`src/sv/accel_stillness_detector_macros.svh`:
```
// assertion helpers used by the top-level rtl file
`ifndef ACCEL_STILLNESS_DETECTOR_MACROS_SVH
`define ACCEL_STILLNESS_DETECTOR_MACROS_SVH

// same-cycle implication, sampled on clk_i, off while rst_ni is low
`define ASD_ASSERT_NOW(lbl, ante, cons, msg) \
  lbl: assert property (@(posedge clk_i) disable iff (!rst_ni) (ante) |-> (cons)) \
    else $error(msg);

// next-cycle implication
`define ASD_ASSERT_NEXT(lbl, ante, cons, msg) \
  lbl: assert property (@(posedge clk_i) disable iff (!rst_ni) (ante) |=> (cons)) \
    else $error(msg);

`endif

```
`src/sv/asd_pkg.sv`:
```
package asd_pkg;

  localparam int WINDOW_LENGTH = 20;
  localparam int SAMPLE_BITS   = 16;

  localparam int FLIP_W = 16;
  localparam int MOT_W  = 16;
  localparam int VAR_W  = 32;

  localparam int ADDR_W = $clog2(WINDOW_LENGTH);
  // sweep counter runs up to WINDOW_LENGTH + 1
  localparam int CNT_W  = $clog2(WINDOW_LENGTH + 2);

  localparam int SUM_W = SAMPLE_BITS + $clog2(WINDOW_LENGTH) + 1;
  localparam int U_W   = SUM_W - 1;

  // floor(u / WINDOW_LENGTH) = (u * RECIP) >> RECIP_SHIFT for u < WINDOW_LENGTH << SAMPLE_BITS
  localparam int RECIP_SHIFT = SAMPLE_BITS + 2 * $clog2(WINDOW_LENGTH);
  localparam int RECIP_W     = RECIP_SHIFT - $clog2(WINDOW_LENGTH) + 1;
  localparam int PROD_W      = U_W + RECIP_W;
  localparam logic [RECIP_W-1:0] RECIP =
    RECIP_W'(((64'd1 << RECIP_SHIFT) / WINDOW_LENGTH) + 64'd1);
  localparam logic [SUM_W-1:0] MEAN_OFFSET =
    SUM_W'(64'(WINDOW_LENGTH) << (SAMPLE_BITS - 1));

  localparam int DEV_W = SAMPLE_BITS + 1;
  localparam int SQ_W  = 2 * SAMPLE_BITS + 1;
  localparam int CMP_W = ((2 * SAMPLE_BITS > VAR_W) ? 2 * SAMPLE_BITS : VAR_W)
                         + $clog2(WINDOW_LENGTH) + 1;

  localparam logic [ADDR_W-1:0] WIN_LAST = ADDR_W'(WINDOW_LENGTH - 1);
  localparam logic [CNT_W-1:0]  CNT_LEN  = CNT_W'(WINDOW_LENGTH);
  localparam logic [CNT_W-1:0]  CNT_TAIL = CNT_W'(WINDOW_LENGTH + 1);
  localparam logic [CNT_W-1:0]  DIV_LAST = CNT_W'(3);

  typedef struct packed {
    logic signed [SAMPLE_BITS-1:0] x;
    logic signed [SAMPLE_BITS-1:0] y;
    logic signed [SAMPLE_BITS-1:0] z;
  } sample_t;

  typedef struct packed {
    logic              en;
    logic [ADDR_W-1:0] addr;
  } mem_rd_t;

  typedef struct packed {
    logic done;
    logic quiet;
  } calc_rsp_t;

  typedef enum logic [1:0] {
    CFG_FLIP   = 2'd0,
    CFG_MOTION = 2'd1,
    CFG_VAR    = 2'd2
  } cfg_reg_e;

  typedef enum logic [2:0] {
    CS_IDLE,
    CS_SUM,
    CS_DIV,
    CS_SPREAD,
    CS_DONE
  } calc_state_e;

endpackage

```
`src/sv/accel_stillness_detector.sv`:
```
// Stillness detector for a three-axis accelerometer. Each input transaction is one
// Q4.12 sample and yields exactly one output transaction (flipped, still). A sample
// taken while quiet, or while moving but not closing the window, has its result in
// the output register in the cycle after acceptance. The sample that fills the last
// window slot starts two sweeps over the single read port of the window memory
// (sum, then squared deviations from the new means) plus the mean division; no input
// is taken before its result is loaded into the output register. A new input is
// taken while a result waits in the output register as long as that register is not
// stalled. Thresholds must be written through the configuration port only while the
// block is idle, which the block itself does not enforce; cfg_ready_o is always high
// and writes to an unused index are ignored.
module accel_stillness_detector (
  input  logic                              clk_i,
  input  logic                              rst_ni,
  input  logic                              cfg_valid_i,
  output logic                              cfg_ready_o,
  input  logic [1:0]                        cfg_index_i,
  input  logic [asd_pkg::VAR_W-1:0]         cfg_data_i,
  input  logic                              in_valid_i,
  output logic                              in_stall_o,
  input  logic signed [asd_pkg::SAMPLE_BITS-1:0] accel_x_i,
  input  logic signed [asd_pkg::SAMPLE_BITS-1:0] accel_y_i,
  input  logic signed [asd_pkg::SAMPLE_BITS-1:0] accel_z_i,
  output logic                              out_valid_o,
  input  logic                              out_stall_i,
  output logic                              flipped_o,
  output logic                              still_o
);
  import asd_pkg::*;
  `include "accel_stillness_detector_macros.svh"

  logic signed [FLIP_W-1:0] flip_thr_q;
  logic [MOT_W-1:0]         mot_thr_q;
  logic [VAR_W-1:0]         var_thr_q;

  logic [ADDR_W-1:0] fill_q, fill_d;
  logic              quiet_q, quiet_d;
  logic              busy_q, busy_d;
  logic              pend_flip_q;
  logic              out_valid_q, out_flip_q, out_still_q;

  logic      in_accept;
  logic      flip_now;
  logic      dev_any;
  logic      last_slot;
  logic      mem_we;
  logic      calc_start;
  logic      out_load;
  sample_t   sample_in;
  sample_t   rdata;
  sample_t   mean;
  mem_rd_t   rd;
  calc_rsp_t rsp;

  function automatic logic deviates(input logic signed [SAMPLE_BITS-1:0] v,
                                    input logic signed [SAMPLE_BITS-1:0] m,
                                    input logic [MOT_W-1:0] thr);
    logic signed [DEV_W-1:0] d;
    logic [DEV_W-1:0]        a;
    d = DEV_W'(v) - DEV_W'(m);
    a = d[DEV_W-1] ? DEV_W'(-d) : DEV_W'(d);
    return 32'(a) > 32'(thr);
  endfunction

  assign cfg_ready_o = 1'b1;

  always_ff @(posedge clk_i or negedge rst_ni) begin
    if (!rst_ni) begin
      flip_thr_q <= 16'sd819;
      mot_thr_q  <= 16'd164;
      var_thr_q  <= 32'd3355;
    end else if (cfg_valid_i && cfg_ready_o) begin
      unique case (cfg_reg_e'(cfg_index_i))
        CFG_FLIP:   flip_thr_q <= cfg_data_i[FLIP_W-1:0];
        CFG_MOTION: mot_thr_q  <= cfg_data_i[MOT_W-1:0];
        CFG_VAR:    var_thr_q  <= cfg_data_i;
        default: ;
      endcase
    end
  end

  assign in_stall_o = busy_q || (out_valid_q && out_stall_i);
  assign in_accept  = in_valid_i && !in_stall_o;

  assign sample_in = '{x: accel_x_i, y: accel_y_i, z: accel_z_i};
  assign flip_now  = $signed(32'(accel_z_i)) > $signed(32'(flip_thr_q));
  assign dev_any   = deviates(accel_x_i, mean.x, mot_thr_q)
                  || deviates(accel_y_i, mean.y, mot_thr_q)
                  || deviates(accel_z_i, mean.z, mot_thr_q);
  assign last_slot  = (fill_q >= WIN_LAST);
  assign mem_we     = in_accept && !quiet_q;
  assign calc_start = mem_we && last_slot;
  assign out_load   = (in_accept && !calc_start) || rsp.done;

  always_comb begin
    fill_d  = fill_q;
    quiet_d = quiet_q;
    busy_d  = busy_q;
    if (mem_we) begin
      fill_d = last_slot ? '0 : fill_q + ADDR_W'(1);
    end
    if (in_accept && quiet_q && dev_any) begin
      quiet_d = 1'b0;
    end
    if (calc_start) begin
      busy_d = 1'b1;
    end
    if (rsp.done) begin
      busy_d  = 1'b0;
      quiet_d = rsp.quiet;
    end
  end

  always_ff @(posedge clk_i or negedge rst_ni) begin
    if (!rst_ni) begin
      fill_q      <= '0;
      quiet_q     <= 1'b0;
      busy_q      <= 1'b0;
      out_valid_q <= 1'b0;
    end else begin
      fill_q  <= fill_d;
      quiet_q <= quiet_d;
      busy_q  <= busy_d;
      if (out_load) begin
        out_valid_q <= 1'b1;
      end else if (out_valid_q && !out_stall_i) begin
        out_valid_q <= 1'b0;
      end
    end
  end

  always_ff @(posedge clk_i) begin
    if (in_accept) begin
      pend_flip_q <= flip_now;
    end
    if (rsp.done) begin
      out_flip_q  <= pend_flip_q;
      out_still_q <= rsp.quiet;
    end else if (in_accept && !calc_start) begin
      out_flip_q  <= flip_now;
      out_still_q <= quiet_q && !dev_any;
    end
  end

  assign out_valid_o = out_valid_q;
  assign flipped_o   = out_flip_q;
  assign still_o     = out_still_q;

  asd_win_mem u_win_mem (
    .clk_i   (clk_i),
    .we_i    (mem_we),
    .waddr_i (last_slot ? WIN_LAST : fill_q),
    .wdata_i (sample_in),
    .rd_i    (rd),
    .rdata_o (rdata)
  );

  asd_wcalc u_wcalc (
    .clk_i     (clk_i),
    .rst_ni    (rst_ni),
    .start_i   (calc_start),
    .var_thr_i (var_thr_q),
    .rdata_i   (rdata),
    .rd_o      (rd),
    .rsp_o     (rsp),
    .mean_o    (mean)
  );

  `ASD_ASSERT_NOW(a_fill_range, 1'b1, fill_q <= WIN_LAST, "fill count beyond window")
  `ASD_ASSERT_NOW(a_write_moving, mem_we, !quiet_q && !busy_q, "window write while quiet or busy")
  `ASD_ASSERT_NOW(a_done_busy, rsp.done, busy_q && !in_accept, "window result without pending transaction")
  `ASD_ASSERT_NEXT(a_start_clears, calc_start, fill_q == '0 && busy_q && !out_valid_q,
                   "window end did not restart the fill or free the output")
  `ASD_ASSERT_NOW(a_no_read_idle, rd.en, busy_q && !mem_we, "memory read outside window sweep")

endmodule

```
`src/sv/asd_win_mem.sv`:
```
module asd_win_mem (
  input  logic                        clk_i,
  input  logic                        we_i,
  input  logic [asd_pkg::ADDR_W-1:0]  waddr_i,
  input  asd_pkg::sample_t            wdata_i,
  input  asd_pkg::mem_rd_t            rd_i,
  output asd_pkg::sample_t            rdata_o
);
  import asd_pkg::*;

  sample_t mem_q [WINDOW_LENGTH];
  sample_t rdata_q;

  always_ff @(posedge clk_i) begin
    if (we_i) begin
      mem_q[waddr_i] <= wdata_i;
    end
  end

  always_ff @(posedge clk_i) begin
    if (rd_i.en) begin
      rdata_q <= mem_q[rd_i.addr];
    end
  end

  assign rdata_o = rdata_q;

endmodule

```
`src/sv/asd_wcalc.sv`:
```
module asd_wcalc (
  input  logic                       clk_i,
  input  logic                       rst_ni,
  input  logic                       start_i,
  input  logic [asd_pkg::VAR_W-1:0]  var_thr_i,
  input  asd_pkg::sample_t           rdata_i,
  output asd_pkg::mem_rd_t           rd_o,
  output asd_pkg::calc_rsp_t         rsp_o,
  output asd_pkg::sample_t           mean_o
);
  import asd_pkg::*;

  calc_state_e state_q, state_d;
  logic [CNT_W-1:0] cnt_q;
  logic             rvld_q;
  logic             sq_vld_q;

  logic signed [SUM_W-1:0] sum_x_q, sum_y_q, sum_z_q;
  logic [PROD_W-1:0]       prod_q;
  logic [CMP_W-1:0]        limit_q;
  logic [SQ_W-1:0]         sq_x_q, sq_y_q, sq_z_q;
  logic [CMP_W-1:0]        acc_x_q, acc_y_q, acc_z_q;
  sample_t                 mean_q;

  logic [SUM_W-1:0]              sum_sel;
  logic [SUM_W-1:0]              u_full;
  logic [SAMPLE_BITS-1:0]        quo;
  logic signed [SAMPLE_BITS-1:0] mean_new;

  function automatic logic [SQ_W-1:0] dev_sq(input logic signed [SAMPLE_BITS-1:0] v,
                                             input logic signed [SAMPLE_BITS-1:0] m);
    logic signed [DEV_W-1:0]   d;
    logic signed [2*DEV_W-1:0] p;
    d = DEV_W'(v) - DEV_W'(m);
    p = d * d;
    return p[SQ_W-1:0];
  endfunction

  // next state
  always_comb begin
    state_d = state_q;
    unique case (state_q)
      CS_IDLE:   if (start_i) state_d = CS_SUM;
      CS_SUM:    if (cnt_q == CNT_LEN) state_d = CS_DIV;
      CS_DIV:    if (cnt_q == DIV_LAST) state_d = CS_SPREAD;
      CS_SPREAD: if (cnt_q == CNT_TAIL) state_d = CS_DONE;
      CS_DONE:   state_d = CS_IDLE;
      default:   state_d = CS_IDLE;
    endcase
  end

  // outputs
  always_comb begin
    rd_o.en   = 1'b0;
    rd_o.addr = cnt_q[ADDR_W-1:0];
    rsp_o     = '0;
    unique case (state_q) inside
      CS_SUM, CS_SPREAD: rd_o.en = (cnt_q < CNT_LEN);
      CS_DONE: begin
        rsp_o.done  = 1'b1;
        rsp_o.quiet = (acc_x_q < limit_q) && (acc_y_q < limit_q) && (acc_z_q < limit_q);
      end
      default: ;
    endcase
  end

  // mean division: offset the sum so it is non-negative, then reciprocal multiply
  always_comb begin
    case (cnt_q[1:0])
      2'd0:    sum_sel = sum_x_q;
      2'd1:    sum_sel = sum_y_q;
      default: sum_sel = sum_z_q;
    endcase
    u_full   = sum_sel + MEAN_OFFSET;
    quo      = prod_q[RECIP_SHIFT +: SAMPLE_BITS];
    mean_new = {~quo[SAMPLE_BITS-1], quo[SAMPLE_BITS-2:0]};
  end

  always_ff @(posedge clk_i or negedge rst_ni) begin
    if (!rst_ni) begin
      state_q  <= CS_IDLE;
      cnt_q    <= '0;
      rvld_q   <= 1'b0;
      sq_vld_q <= 1'b0;
      mean_q   <= '0;
    end else begin
      state_q  <= state_d;
      cnt_q    <= (state_d != state_q) ? '0 : cnt_q + CNT_W'(1);
      rvld_q   <= rd_o.en;
      sq_vld_q <= rvld_q && (state_q == CS_SPREAD);
      if (state_q == CS_DIV && cnt_q != '0) begin
        case (cnt_q[1:0])
          2'd1:    mean_q.x <= mean_new;
          2'd2:    mean_q.y <= mean_new;
          default: mean_q.z <= mean_new;
        endcase
      end
    end
  end

  always_ff @(posedge clk_i) begin
    if (state_q == CS_IDLE && start_i) begin
      sum_x_q <= '0;
      sum_y_q <= '0;
      sum_z_q <= '0;
    end else if (state_q == CS_SUM && rvld_q) begin
      sum_x_q <= sum_x_q + SUM_W'(rdata_i.x);
      sum_y_q <= sum_y_q + SUM_W'(rdata_i.y);
      sum_z_q <= sum_z_q + SUM_W'(rdata_i.z);
    end

    if (state_q == CS_DIV && cnt_q != DIV_LAST) begin
      prod_q <= PROD_W'(u_full[U_W-1:0]) * PROD_W'(RECIP);
    end
    if (state_q == CS_DIV && cnt_q == '0) begin
      limit_q <= CMP_W'(var_thr_i) * CMP_W'(WINDOW_LENGTH);
    end

    if (state_q == CS_SPREAD && rvld_q) begin
      sq_x_q <= dev_sq(rdata_i.x, mean_q.x);
      sq_y_q <= dev_sq(rdata_i.y, mean_q.y);
      sq_z_q <= dev_sq(rdata_i.z, mean_q.z);
    end

    if (state_q == CS_DIV) begin
      acc_x_q <= '0;
      acc_y_q <= '0;
      acc_z_q <= '0;
    end else if (sq_vld_q) begin
      acc_x_q <= acc_x_q + CMP_W'(sq_x_q);
      acc_y_q <= acc_y_q + CMP_W'(sq_y_q);
      acc_z_q <= acc_z_q + CMP_W'(sq_z_q);
    end
  end

  assign mean_o = mean_q;

endmodule

```
`config.mk`:
```
export PLATFORM = sky130hd
export DESIGN_NAME = accel_stillness_detector
export DESIGN_NICKNAME = d
export VERILOG_FILES = /design/src/sv/asd_pkg.sv /design/src/sv/accel_stillness_detector.sv /design/src/sv/asd_win_mem.sv /design/src/sv/asd_wcalc.sv
export VERILOG_INCLUDE_DIRS = /design/src /design/src/sv
export SDC_FILE = /design/constraint.sdc
export NUM_CORES = 2
export LEC_CHECK = 0
export ABC_CLOCK_PERIOD_IN_PS = 8420
export BUFFER_PORTS_ARGS = -buffer_cell sky130_fd_sc_hd__clkbuf_2
export CORE_UTILIZATION = 30
export CTS_BUF_LIST = sky130_fd_sc_hd__clkbuf_8
export CTS_CLUSTER_DIAMETER = 30
export CTS_CLUSTER_SIZE = 14
export DETAILED_ROUTE_END_ITERATION = 8
export PLACE_DENSITY = 0.52
export SYNTH_ARGS = -nofsm -noshare
export SYNTH_HDL_FRONTEND = slang
export SYNTH_HIERARCHICAL = 1
export SYNTH_SLANG_ARGS = --single-unit
export TNS_END_PERCENT = 50
```
`constraint.sdc`:
```
create_clock -name clk_i -period 8.42 [get_ports clk_i]
set_input_delay 1.263 -clock clk_i [delete_from_list [all_inputs] [get_ports clk_i]]
set_output_delay 1.263 -clock clk_i [all_outputs]
set_load 0.01 [all_outputs]
```
==> Word level (Yosys, flattened, before mapping) <==
Memory sizes are Yosys's and may differ from the RTL's. A register that Yosys moved wholly into a read port is not among the register bits.
Index checks and enable logic that the tools add are counted.
Widths: inputs -> output; s select.
{ "word_totals": {"register_bits": 487, "mem_bits_rw": 960, "in_bits": 87, "elab_cells": 145, "memories": 1} }
{ "classes": {"add_sub_neg": 18, "mul": 5, "magnitude_cmp": 9, "n_eq_ne": 13, "muxes": 26, "n_bitwise": 2, "reduce_logical": 43} }
{ "mem_list": {"columns": ["name", "words", "word_bits", "read_ports", "rd_clocked_by_memory_dff", "write_ports", "line", "source"], "rows": [
  ["u_win_mem.mem_q", 20, 48, 1, 1, 1, "asd_win_mem.sv:11", "sample_t mem_q [WINDOW_LENGTH];"]
]} }
{ "ops": {"columns": ["cell", "count"], "rows": [
  ["$add 38x33->38", 3],
  ["$lt 38x37->1", 3],
  ["$sub 16x16->17", 6],
  ["$mul 17x17->33", 3],
  ["$add 22x16->22", 3],
  ["$gt 17x16->1", 3],
  ["$mux 17", 3],
  ["$neg 17->17", 3],
  ["$pmux 21 s2", 1],
  ["$mul 21x20->40 const B", 1],
  ["$mul 32x3->35 const B", 1],
  ["$add 21x20->21 const B", 1],
  ["$logic_and 1x1->1", 17],
  ["$gt 16x16->1", 1],
  ["$mux 5", 3],
  ["$mux 1", 13],
  ["$mux 3", 4],
  ["$pmux 3 s4", 1],
  ["$reduce_and 2->1", 6],
  ["$add 5x1->5 const B", 2],
  ["$eq 5x5->1 const B", 2],
  ["$reduce_bool 2->1", 4],
  ["$eq 3x2->1 const B", 2],
  ["$eq 5x2->1 const B", 1],
  ["other kinds (17)", 29]
]} }

==> Longest topological paths before layout <==
{ "logic_depth": {"depth_word": 10, "ltp_mapped": 37, "mapped_depth_nobuf": 35} }

==> Hierarchy <==
The synthesis kept the hierarchy.
{ "by_module_without_submodules": {"columns": ["mod", "instances", "cells_per_inst", "area_per_inst_um2", "seq_area_each_um2"], "rows": [
  ["asd_wcalc", 1, 6784, 62402.3, 9409.0],
  ["asd_win_mem", 1, 2021, 38358.0, 30269.0],
  ["accel_stillness_detector", 1, 961, 8179.1, 1911.8]
]} }

==> Worst setup path before layout <==
Ideal clock, no wire load.
{ "synth_path": {"kind": "register -> register", "from": "register u_wcalc.mean_q (netlist bit u_wcalc/mean_o[0])", "to": "register u_wcalc.sq_z_q[32] (data pin)", "setup_time_ns": 0.260, "arrival_time_ns": 8.269, "required_time_ns": 8.160, "setup_slack_ns": -0.109, "path_stages_with_launch": 34, "path_buffers": 1, "period_less_slack_ns": 8.529, "cell_sequence": "dfrtp_1 ha_1 fa_1 nor2b_1 o21ai_1 a21boi_1 o211ai_1 a31oi_1 o21ai_0 a21oi_1 o2bb2ai_1 inv_1 clkbuf_1 nor2_1 fa_1 inv_1 fa_1 inv_1 fa_1 fa_1 fa_1 inv_1 fa_1 inv_1 ha_1 a21o_1 a21o_1 a21oi_1 o21bai_1 a21oi_1 o21ai_0 a211o_1 a21oi_1 xnor2_1"} }
{ "synth_between": {"elab_chain_len": 2} }
{ "synth_lines": {"columns": ["item", "line", "source"], "rows": [
  ["from (decl)", "asd_wcalc.sv:23", "sample_t mean_q;"],
  ["$sub 16x16->17", "asd_wcalc.sv:34", "d = DEV_W'(v) - DEV_W'(m);"],
  ["$mul 17x17->33", "asd_wcalc.sv:35", "p = d * d;"],
  ["to (signal assigned)", "asd_wcalc.sv:122", "sq_z_q <= dev_sq(rdata_i.z, mean_q.z);"],
  ["to (decl)", "asd_wcalc.sv:21", "logic [SQ_W-1:0] sq_x_q, sq_y_q, sq_z_q;"]
]} }
No other way between the ends.
A chain may end at the register's enable or synchronous reset.

==> Worst setup path in the final report <==
{ "layout_path": {"from": "register u_win_mem/rdata_o[16] (netlist name)", "to": "register u_wcalc.sq_y_q[31] (data pin)"} }
{ "layout_between": {"elab_chain_len": 2} }
{ "layout_lines": {"columns": ["item", "line", "source"], "rows": [
  ["$sub 16x16->17", "asd_wcalc.sv:34", null],
  ["$mul 17x17->33", "asd_wcalc.sv:35", null],
  ["to (signal assigned)", "asd_wcalc.sv:121", "sq_y_q <= dev_sq(rdata_i.y, mean_q.y);"],
  ["to (decl)", "asd_wcalc.sv:21", null]
]} }
No other way between the ends.

==> impl_metrics.env <==
export IMPL_routed_wl_um=324100
export IMPL_hold_class="in2async"
export IMPL_root_buffer="clkbuf_8"
export IMPL_core_area_um2=360300
export IMPL_synth_warnings=6
export IMPL_clkTransAtPathRegs_ps=60
export IMPL_cpLargestDelayFamily="adder cells"
export IMPL_layout_common_cells="inv_1 (1,577), edfxtp_1 (1,158), fa_1 (950)"
export IMPL_ys_types=116
export IMPL_cts_sinks=1465
export IMPL_worst_path_buf_inv=5
export IMPL_cts_buffers=312
export IMPL_cp_max_fo=5
export IMPL_grt_pass1_wl_um=483200
export IMPL_synth_seq_cells=1465
export IMPL_clk_latency_ps=980
export IMPL_die_area_um2=365500
export IMPL_slowest_stage="fa_1"
export IMPL_firstDrtPassIters=6
export IMPL_cts_tree="yes"
export IMPL_synth_edf_count=1158
export IMPL_finalSetupViolations=0
export IMPL_syn_to_final_growth_pct=13.88
export IMPL_drc_errors=0
export IMPL_vias=74850
export IMPL_yosysSeqAreaShare=0.3818
export IMPL_drtIter0Drc=5286
export IMPL_grt_max_degree=123
export IMPL_start_kind="flip-flop"
export IMPL_fmaxAchievable_ghz=0.1227
export IMPL_cpMostUsedCell="fa_1"
export IMPL_synthesis_area_um2=108900
export IMPL_timing_hold_violations_final=0
export IMPL_vias_per_cell=4.904
export IMPL_grt_total_usage=0.1745
export IMPL_dpl_hpwl_um=241100
export IMPL_critPathRequiredTime_ps=9070
export IMPL_fillerInstances=35870
export IMPL_slew_headroom=0.1180
export IMPL_antenna_found_initial=32
export IMPL_ctsHtreeMaxLevel=5
export IMPL_path_class="reg2reg"
export IMPL_rsz0062_at_grt="true"
export IMPL_die_h_um=604.6
export IMPL_ys_flop_type="edfxtp_1"
export IMPL_skew_ps=89.40
export IMPL_arrival_ps=8790
export IMPL_finalCritPeriodShare=0.9676
export IMPL_outcome="completed"
export IMPL_finalNetCount=12200
export IMPL_maxSlewViolCount=0
export IMPL_fin_area_um2=124100
export IMPL_slowest_delay_ps=570
export IMPL_initial_core_util=0.3023
export IMPL_num_io_pins=92
export IMPL_grt_pass1_vias=76740
export IMPL_port_buffers=90
export IMPL_place_area_um2=116800
export IMPL_place_gp_congestion=0.9105
export IMPL_maxCapViolations=0
export IMPL_async_reset_ff_frac=0.08874
export IMPL_cp_end_kind="flip-flop"
export IMPL_die_w_um=604.6
export IMPL_overflow=0
export IMPL_worstMarginPinSlew_ps=1323
export IMPL_final_common_cell="inv_1"
export IMPL_fin_crit_ps=8147
export IMPL_routedWlPerCell_um=21.24
export IMPL_final_antenna_net_count=0
export IMPL_syn_area_per_cell_um2=11.15
export IMPL_syn_inst=9766
export IMPL_drive_above_1_share=0.1226
export IMPL_rows=220
export IMPL_clock_path_buffers=4
export IMPL_synth_fp_nets=11730
## worst reg2reg max path, delay by kind of cell, from the launching register on
kind | cells | cell delay [ps]
flops | 1 | 360
fa+ha+maj | 9 | 3870
compound gates | 13 | 2430
xor+xnor | 1 | 90
buf+inv | 5 | 360
simple gates | 4 | 770
## state kept, by name (all words and copies together), names as in the netlist, 35 cells and up
register           flops
u_win_mem/rdata_o     48
u_wcalc/limit_q       35
u_wcalc/acc_x_q       38
u_wcalc/acc_y_q       38
u_win_mem/mem_q      960
u_wcalc/mean_o        48
u_wcalc/acc_z_q       38
## cell usage after synthesis, types with 61 or more instances
library cell / n / share of area
inv_1: 1539 / 0.053
edfxtp_1: 1158 / 0.32
fa_1: 954 / 0.18
ha_1: 922 / 0.11
nand2_1: 678 / 0.023
nor2_1: 671 / 0.023
a21oi_1: 418 / 0.019
mux2i_1: 405 / 0.037
o21ai_0: 273 / 0.013
xnor2_1: 257 / 0.021
a21o_1: 197 / 0.014
dfxtp_1: 177 / 0.033
clkbuf_1: 166 / 0.0057
nand3_1: 158 / 0.0073
mux2_2: 122 / 0.013
nor3_1: 118 / 0.0054
xor2_1: 116 / 0.0093
dfrtp_1: 114 / 0.026
a211oi_1: 104 / 0.0072
o21a_1: 77 / 0.0053
nor2b_1: 65 / 0.0037
nand2b_1: 61 / 0.0035
## worst paths after layout
check,startpoint,slack (ps),cells past startpoint,to
min,rst_ni,360,1,busy_q$_DFFE_PN0P_
min in group clk_i,u_wcalc/sum_y_q[18]$_SDFFE_PP0P_,480,2,u_wcalc/sum_y_q[18]$_SDFFE_PP0P_
max,u_win_mem/rdata_o[16]$_DFFE_PP_,270,32,u_wcalc/sq_y_q[31]$_DFFE_PP_
min reg2reg,u_wcalc/sum_y_q[18]$_SDFFE_PP0P_,480,2,u_wcalc/sum_y_q[18]$_SDFFE_PP0P_
max in group asynchronous,rst_ni,6550,2,u_wcalc/mean_o[17]$_DFFE_PN0P_
max reg2reg,u_win_mem/rdata_o[16]$_DFFE_PP_,270,32,u_wcalc/sq_y_q[31]$_DFFE_PP_
## per-stage QoR
stage	setup slack [ps]	util	cells	TNS [ps]	hold slack, ps
2_1_floorplan	90.10	-	9766	0	431.4
3_3_place_gp	-12.75	0.3243	14670	-12.75	459.5
3_5_place_dp	-42.97	0.3243	14670	-107.1	467.9
4_1_cts	-4.434	0.3429	15230	-4.434	275.8
5_1_grt	-75.01	0.3443	15260	-270.4	378.5
6_report	272.6	0.3443	15260	0	364.6
## cell type report
class                   count  area, um2  share of cell area
diodes                      6      15.01           0.0001210
clock buffers             340       4679             0.03772
clock inverters           219       2044             0.01648
inverters                1555       5846             0.04712
multi-input cells        6480      60840              0.4904
flip-flops and latches   1465      41600              0.3354
well taps                4773       5972             0.04814
repair buffers            423       3055             0.02463
## timing repair
item / 4_1_cts / 5_1_grt
hold endpoints to repair: 0 / 0
resized for setup: 4 / 80
cloned: 0 / 1
pin swaps: 0 / 28
endpoints found under the setup margin: 5 / 34
hold buffers: 0 / 0
setup buffers: 0 / 21
## layer usage
layer,global-route usage,up-vias,share of wire
met3,0.02464,479,0.052
met1,0.2378,37830,0.45
li1,-,34610,-
met4,0.05434,22,0.032
met2,0.2859,1903,0.46
met5,0,-,0.00045
## cells by family after synthesis
family	Yosys count	synth area share
buf+inv	1822	0.06481
simple gates	2065	0.08646
other cells	1	0.00003442
fa+ha+maj	1876	0.2812
flops	1465	0.3818
mux	575	0.05975
xor+xnor	376	0.03054
compound gates	1586	0.09543
Power is not shown: default switching activity piles up to over one toggle a cycle in this logic, so the estimate is an artifact.
